File: src/rtl/core/segment_polygon_collision_unit_macros.svh
// Assertion macros for the segment polygon collision unit
`ifndef SEGMENT_POLYGON_COLLISION_UNIT_MACROS_SVH
`define SEGMENT_POLYGON_COLLISION_UNIT_MACROS_SVH
`ifndef ASSERT_OFF
`define SPC_ASSERT(label, clk, rst_n, prop) \
    label: assert property (@(posedge clk) disable iff (!rst_n) prop) \
        else $error("assertion failed");
`define SPC_ASSERT_ALWAYS(label, clk, prop) \
    label: assert property (@(posedge clk) prop) else $error("assertion failed");
`else
`define SPC_ASSERT(label, clk, rst_n, prop)
`define SPC_ASSERT_ALWAYS(label, clk, prop)
`endif
`endif

File: src/rtl/core/spc_pkg.sv
`default_nettype none
package spc_pkg;
    localparam logic [1:0] OP_CLEAR  = 2'd0;
    localparam logic [1:0] OP_APPEND = 2'd1;
    localparam logic [1:0] OP_QUERY  = 2'd2;

    localparam logic [1:0] ST_OK    = 2'd0;
    localparam logic [1:0] ST_FULL  = 2'd1;
    localparam logic [1:0] ST_FEW   = 2'd2;

    typedef struct packed {
        logic [1:0]        opcode;
        logic signed [15:0] ax;
        logic signed [15:0] ay;
        logic signed [15:0] bx;
        logic signed [15:0] by;
    } in_word_t;

    typedef struct packed {
        logic       hit;
        logic [1:0] status;
        logic [4:0] vertex_count;
    } out_word_t;

    // controller -> datapath
    typedef struct packed {
        logic load;     // latch query endpoints
        logic rd;       // issue store read of current side
        logic side_go;  // products valid, evaluate side
        logic clr_flags;
    } dp_cmd_t;

    // datapath -> controller
    typedef struct packed {
        logic a_out;     // endpoint a seen on both sides
        logic b_out;
        logic side_met;  // some side met
    } dp_stat_t;
endpackage
`default_nettype wire

File: src/rtl/core/spc_control.sv
`default_nettype none
`include "segment_polygon_collision_unit_macros.svh"
module spc_control #(
    parameter int MAX_VERTICES = 16,
    parameter int IDX_BITS     = 4,
    parameter int CNT_BITS     = 5
) (
    input  wire logic                clk,
    input  wire logic                rst_n,
    input  wire logic                in_valid,
    output logic                     in_ready,
    input  wire logic [1:0]          opcode,
    output logic                     out_valid,
    input  wire logic                out_ready,
    output spc_pkg::out_word_t       out_word,
    output logic                     wr_en,
    output logic [IDX_BITS-1:0]      wr_idx,
    output logic [IDX_BITS-1:0]      rd_i,
    output logic [IDX_BITS-1:0]      rd_j,
    output spc_pkg::dp_cmd_t         cmd,
    input  wire spc_pkg::dp_stat_t   stat
);
    import spc_pkg::*;
    localparam logic [1:0] S_IDLE = 2'd0;
    localparam logic [1:0] S_RUN  = 2'd1;
    localparam logic [1:0] S_OUT  = 2'd2;

    logic [1:0]          state_reg, state_next;
    logic [CNT_BITS-1:0] count_reg, count_next;
    logic [CNT_BITS-1:0] iss_reg, iss_next;     // sides issued
    logic [CNT_BITS-1:0] done_reg, done_next;   // sides evaluated
    logic                rdv_reg, pv_reg;       // read and product stage valid
    logic                ov_reg, ov_next;
    out_word_t           ow_reg, ow_next;

    logic accept;
    assign in_ready  = (state_reg == S_IDLE) && !ov_reg;
    assign accept    = in_valid && in_ready;
    assign out_valid = ov_reg;
    assign out_word  = ow_reg;
    assign wr_idx    = count_reg[IDX_BITS-1:0];
    assign wr_en     = accept && opcode == OP_APPEND &&
                       count_reg < CNT_BITS'(MAX_VERTICES);
    assign rd_i      = iss_reg[IDX_BITS-1:0];
    assign rd_j      = (iss_reg + 1'b1 == count_reg) ? '0 : IDX_BITS'(iss_reg + 1'b1);

    always_comb
    begin
        state_next = state_reg;
        count_next = count_reg;
        iss_next   = iss_reg;
        done_next  = done_reg;
        ov_next    = ov_reg;
        ow_next    = ow_reg;
        cmd        = '0;
        if (ov_reg && out_ready)
            ov_next = 1'b0;
        case (state_reg)
            S_IDLE:
            begin
                if (accept)
                begin
                    ow_next = '{hit: 1'b0, status: ST_OK, vertex_count: count_reg};
                    case (opcode)
                        OP_CLEAR:
                        begin
                            count_next = '0;
                            ow_next.vertex_count = '0;
                            ov_next = 1'b1;
                        end
                        OP_APPEND:
                        begin
                            if (count_reg < CNT_BITS'(MAX_VERTICES))
                            begin
                                count_next = count_reg + 1'b1;
                                ow_next.vertex_count = count_reg + 1'b1;
                            end
                            else
                                ow_next.status = ST_FULL;
                            ov_next = 1'b1;
                        end
                        OP_QUERY:
                        begin
                            if (count_reg < CNT_BITS'(3))
                            begin
                                ow_next.status = ST_FEW;
                                ov_next = 1'b1;
                            end
                            else
                            begin
                                cmd.load = 1'b1;
                                cmd.clr_flags = 1'b1;
                                iss_next = '0;
                                done_next = '0;
                                state_next = S_RUN;
                            end
                        end
                        default:
                            ov_next = 1'b1;
                    endcase
                end
            end
            S_RUN:
            begin
                if (iss_reg < count_reg)
                begin
                    cmd.rd = 1'b1;
                    iss_next = iss_reg + 1'b1;
                end
                if (pv_reg)
                begin
                    cmd.side_go = 1'b1;
                    done_next = done_reg + 1'b1;
                end
                if (done_reg == count_reg)
                    state_next = S_OUT;
            end
            S_OUT:
            begin
                ow_next.hit = !stat.a_out || !stat.b_out || stat.side_met;
                ov_next = 1'b1;
                state_next = S_IDLE;
            end
            default:
                state_next = S_IDLE;
        endcase
    end

    always_ff @(posedge clk or negedge rst_n)
    begin
        if (!rst_n)
        begin
            state_reg <= S_IDLE;
            count_reg <= '0;
            iss_reg   <= '0;
            done_reg  <= '0;
            rdv_reg   <= 1'b0;
            pv_reg    <= 1'b0;
            ov_reg    <= 1'b0;
        end
        else
        begin
            state_reg <= state_next;
            count_reg <= count_next;
            iss_reg   <= iss_next;
            done_reg  <= done_next;
            rdv_reg   <= cmd.rd;
            pv_reg    <= rdv_reg;
            ov_reg    <= ov_next;
        end
    end

    always_ff @(posedge clk)
    begin
        ow_reg <= ow_next;
    end

    `SPC_ASSERT(a_cnt_max, clk, rst_n, count_reg <= CNT_BITS'(MAX_VERTICES))
    `SPC_ASSERT(a_no_acc_busy, clk, rst_n, state_reg != S_IDLE |-> !in_ready)
    `SPC_ASSERT(a_done_le_iss, clk, rst_n, done_reg <= iss_reg)
    `SPC_ASSERT(a_out_hold, clk, rst_n,
        out_valid && !out_ready |=> out_valid && $stable(out_word))
endmodule
`default_nettype wire

File: config.mk
export PLATFORM = sky130hd
export DESIGN_NAME = spc_control
export DESIGN_NICKNAME = d
export VERILOG_FILES = /design/src/rtl/core/spc_pkg.sv /design/src/rtl/core/spc_control.sv
export VERILOG_INCLUDE_DIRS = /design/src /design/src/rtl/core
export SDC_FILE = /design/constraint.sdc
export NUM_CORES = 1
export LEC_CHECK = 0
export BUFFER_PORTS_ARGS = -buffer_cell sky130_fd_sc_hd__buf_2
export CORE_AREA = 2 2 58 60
export CTS_BUF_LIST = sky130_fd_sc_hd__clkbuf_8 sky130_fd_sc_hd__clkbuf_16
export DETAILED_ROUTE_END_ITERATION = 8
export DIE_AREA = 0 0 60 62
export GPL_TIMING_DRIVEN = 0
export PLACE_DENSITY = 0.82
export SETUP_SLACK_MARGIN = 0.15
export SLEW_MARGIN = 20
export SYNTH_ARGS = -nofsm -noshare
export SYNTH_HDL_FRONTEND = slang
export SYNTH_SLANG_ARGS = --single-unit
export TNS_END_PERCENT = 50
File: constraint.sdc
create_clock -name clk -period 5.6 [get_ports clk]
set_clock_uncertainty 0.2 [all_clocks]
set_input_delay 1.12 -clock clk [delete_from_list [all_inputs] [get_ports clk]]
set_output_delay 1.12 -clock clk [all_outputs]
set_load 0.02 [all_outputs]
[Yosys cells after proc, flatten, opt, wreduce, memory -nomap -nowiden]
Cells that the tools add are included.
Word-level totals
  register bits after elaboration: 28
  word-level logic and storage cells: 79
  input bits: 9
  output and inout bits: 27
Operators by class
  $add $sub $neg: 3
  eq/ne operators: 12
  order comparisons: 3
  multiplexer cells: 32
  reduce and logical (&&, ||, !) cells: 19
Operators with widths (count)
  5-bit two-way mux: 6
  5-bit one-hot mux with 2 select lines: 3
  5-bit by 1-bit adder with 5-bit output (second input constant): 3
  2-bit two-way mux: 6
  1-bit two-way mux: 11
  5-bit == test: 2
  2-bit != test (second input constant): 5
  5-bit AND reduction: 2
  8-bit two-way mux: 1
  2-bit one-hot mux with 2 select lines: 2
  1-bit logical AND: 5
  5-bit by 2-bit less-than comparator with 1-bit output (second input constant): 1
  5-bit less-than comparator: 1
  5-bit less-than comparator (second input constant): 1
  2-bit by 1-bit == test with 1-bit output (second input constant): 2
  2-bit == test (second input constant): 2
  2-bit logical NOT: 2
  4-bit two-way mux: 1
  1-bit one-hot mux with 2 select lines: 2
  2-bit AND reduction: 2
  4-bit AND reduction: 1
  2-bit nonzero test: 2
  1-bit logical NOT: 3
  1-bit logical OR: 2
  2-bit by 1-bit != test with 1-bit output (second input constant): 1

[Logic depth before layout (Yosys ltp)]
  depth in word-level cells: 6
  depth in mapped cells: 7

[Least setup slack after synthesis]
Ideal clock, no wire load.
  path kind: input to output
  start: input port opcode[0]
  end: output port cmd[3] (netlist bit)
  data arrival time: 1888 ps
  stages: 5
  slack: 2392 ps
  path through: inv_1 -> ha_1 -> nand3b_4 -> inv_1 -> buf_4
RTL lines
  start, declared: RTL line spc_control.sv:12  | input wire logic [1:0] opcode,
  end, declared: RTL line spc_control.sv:20  | output spc_pkg::dp_cmd_t cmd,

==> impl_metrics.yaml <==
outcome:
  status: "completed"
drt:
  postRouteWirelength_mm: 3.244
  final_antenna_net_count: 0
  drt_drc_violations_left: 0
  first_iter_violations: 34
  viasPerCell: 5.163
  drt-wirelength-per-cell_um: 13.57
  dr.pass1.iters: 4
  via_count: 1234
floorplanning:
  rows: 21
  die_height_um: 62
  io_pins: 36
  fp.dieW_um: 60
  fp.dieArea_um2: 3720
  start_util_pct: 53.25
  coreArea_um2: 3179
setup_path:
  path_max_fanout: 10
  startpoint_type: "flop"
  rr_worst_depth: 6
  path_class: "flop to primary output"
  end_kind: "primary output"
  crit_arrival_ps: 2270
  cp_data_required_time_ps: 4280
clock_tree:
  root_buffer: "clkbuf_8"
  numCtsBuffers: 3
  cts_tree: "done"
  clkSinkCount: 28
  post_cts_resized: 0
  cts_buffer_depth: 2
  holdBufCountCts: 0
  clk_pin_slew_worst_paths_ps: 90
  htree_levels: 1
  post_cts_buffers: 0
  insertion_delay_ps: 270
cells_and_area:
  seq_area_um2: 740.7
  final_cell_mix: "buf_2 (38), dfrtp_1 (20), inv_1 (11), ha_1 (11), nor2_1 (10)"
  diodes: 0
  syn2layout_area_growth_pct: 17.00
  final_common_cell: "buf_2"
  n_fill_cell: 274
  post-route-util_pct: 62.30
  largest_reg_flops: 8
  drive_gt1_share_pct: 34.72
  fin_nets: 214
  multi_input_area_um2: 815.8
synth:
  ys.flop_type: "dfrtp_1"
  syn_inst: 154
  async_flop_share_pct: 71.43
  ys_warn_count: 0
  syn-num-nets: 174
  synth_top_cell_by_area: "dfrtp_1"
  synth.yosys.seq_area_share_pct: 43.75
  synth_edf_count: 8
  synth.avg_cell_area_um2: 10.99
  syn_area_um2: 1693
  ys_top_cells_by_area: "dfrtp_1 (30%), edfxtp_1 (14%), ha_1 (8.1%), mux2_2 (4.7%), buf_4 (4.0%)"
  ys_ff_latch: 28
  yosysUniqueCellTypes: 43
  yosysTopAreaCellShare_pct: 29.56
sta:
  hold_viol: 0
  tns_ps: 0
  fin_ws_ps: 2013
  setup_viol: 0
  fin_crit_ps: 3587
  max_freq_mhz: 278.8
  final.period_utilization_pct: 64.05
  rsz0062_at_grt: "false"
  slew-limit-headroom_pct: 68.98
  tightest_slew_ps: 465.3
  slew_viol_final: 0
placed_design:
  port_buffers: 35
  dp_hpwl_mm: 2.396
  gp_congestion: 0.8313
  pre_cts_ws_ps: 2200
grt:
  grt_pass1_wl_mm: 5.023
  grt_pass1_vias: 1100
  grt_use_total_pct: 18.23
  grt_antenna_before_repair: 0
  grt_max_degree: 21
  grt-ovfl-total: 0
run:
  maxCapViolCount: 0
power:
  ir_worst_vdd_mv: 0.08998
  power.density_nw_per_um2: 175.8
  leakagePower_nw: 0.9985
min_path:
  hold_class: "flop to flop"
  min_path_cells: 0
worst max-delay path: stages (launching register included):
cell and delay, ps:
dfrtp_1 360, buf_2 230, inv_1 90, ha_1 310, a211o_1 380, nor2_1 370
buf_2 250
Yosys cell counts (2+ instances only):
| cell type | number |
|---|---|
| mux2_2 | 7 |
| inv_1 | 11 |
| nand3b_1 | 2 |
| and3_1 | 2 |
| nor3_1 | 3 |
| a22o_1 | 3 |
| nand4_1 | 2 |
| o22ai_1 | 2 |
| nand3_1 | 4 |
| xnor2_1 | 5 |
| o21ai_0 | 2 |
| a21oi_1 | 5 |
| nor2b_1 | 3 |
| buf_2 | 3 |
| dfrtp_1 | 20 |
| buf_4 | 9 |
| nor2_1 | 10 |
| xor2_1 | 7 |
| xnor3_1 | 2 |
| nand2b_1 | 3 |
| nand2_1 | 9 |
| edfxtp_1 | 8 |
| ha_1 | 11 |
| a211o_1 | 2 |
cells by family (layout without fill, tap and decap cells):
group	count (synthesis)	count (layout)	synth area share, %
AO/OA/AOI/OAI	22	22	10.87
XOR/XNOR	14	14	8.869
adder cells (fa/ha/maj)	11	11	8.130
buffers and inverters	25	64	8.056
flip-flops	28	28	43.75
multiplexers	7	7	4.657
AND/OR/NAND/NOR	47	47	15.67
through the flow:
step	std cells	area [um2]	power (mW)	hold WS (ps)
after floorplan	154	1693	0.2192	131.2
after global placement	235	1926	0.2257	136.9
after detailed placement	235	1926	0.2265	139.6
after CTS	239	1981	0.3502	161.1
after global routing	239	1981	0.3587	168.6
final	239	1981	0.3481	160.1
cell type report:
cell class | count | share of cell area [%]
clock buffer | 4 | 2.780
sequential | 28 | 37.40
multi-input combinational | 101 | 41.19
inverter | 13 | 2.716
buffer | 12 | 4.169
timing repair buffer | 35 | 8.844
tap | 46 | 2.906
power breakdown:
group | total (mW) | internal, mW | switching (mW) | leakage (nW)
registers | 0.209 | 0.209 | 0.0000000000000000278 | 0.316
clock network | 0.126 | 0.0630 | 0.0631 | 0.0288
logic | 0.0127 | 0.00461 | 0.00810 | 0.654
total | 0.348 | 0.277 | 0.0712 | 0.998
per-layer routing:
metal / vias to the layer above / global-route usage (%) / wire length [um]
li1: 613 / - / -
met1: 587 / 22.13 / 1444
met2: 29 / 32.76 / 1652
met3: 5 / 2.484 / 99
met4: 0 / 7.302 / 48
met5: - / 0 / 0
worst paths after layout:
path	startpoint	slack, ps	endpoint
max	count_reg[4]	2010	cmd[2]
min	rdv_reg	160	pv_reg
max reg2reg	count_reg[2]	3330	iss_reg[2]
min reg2reg	rdv_reg	160	pv_reg
max in group asynchronous	rst_n	4300	count_reg[0]
min in group asynchronous	rst_n	580	done_reg[0]
No activity file was read; power rests on OpenSTA's default activity.
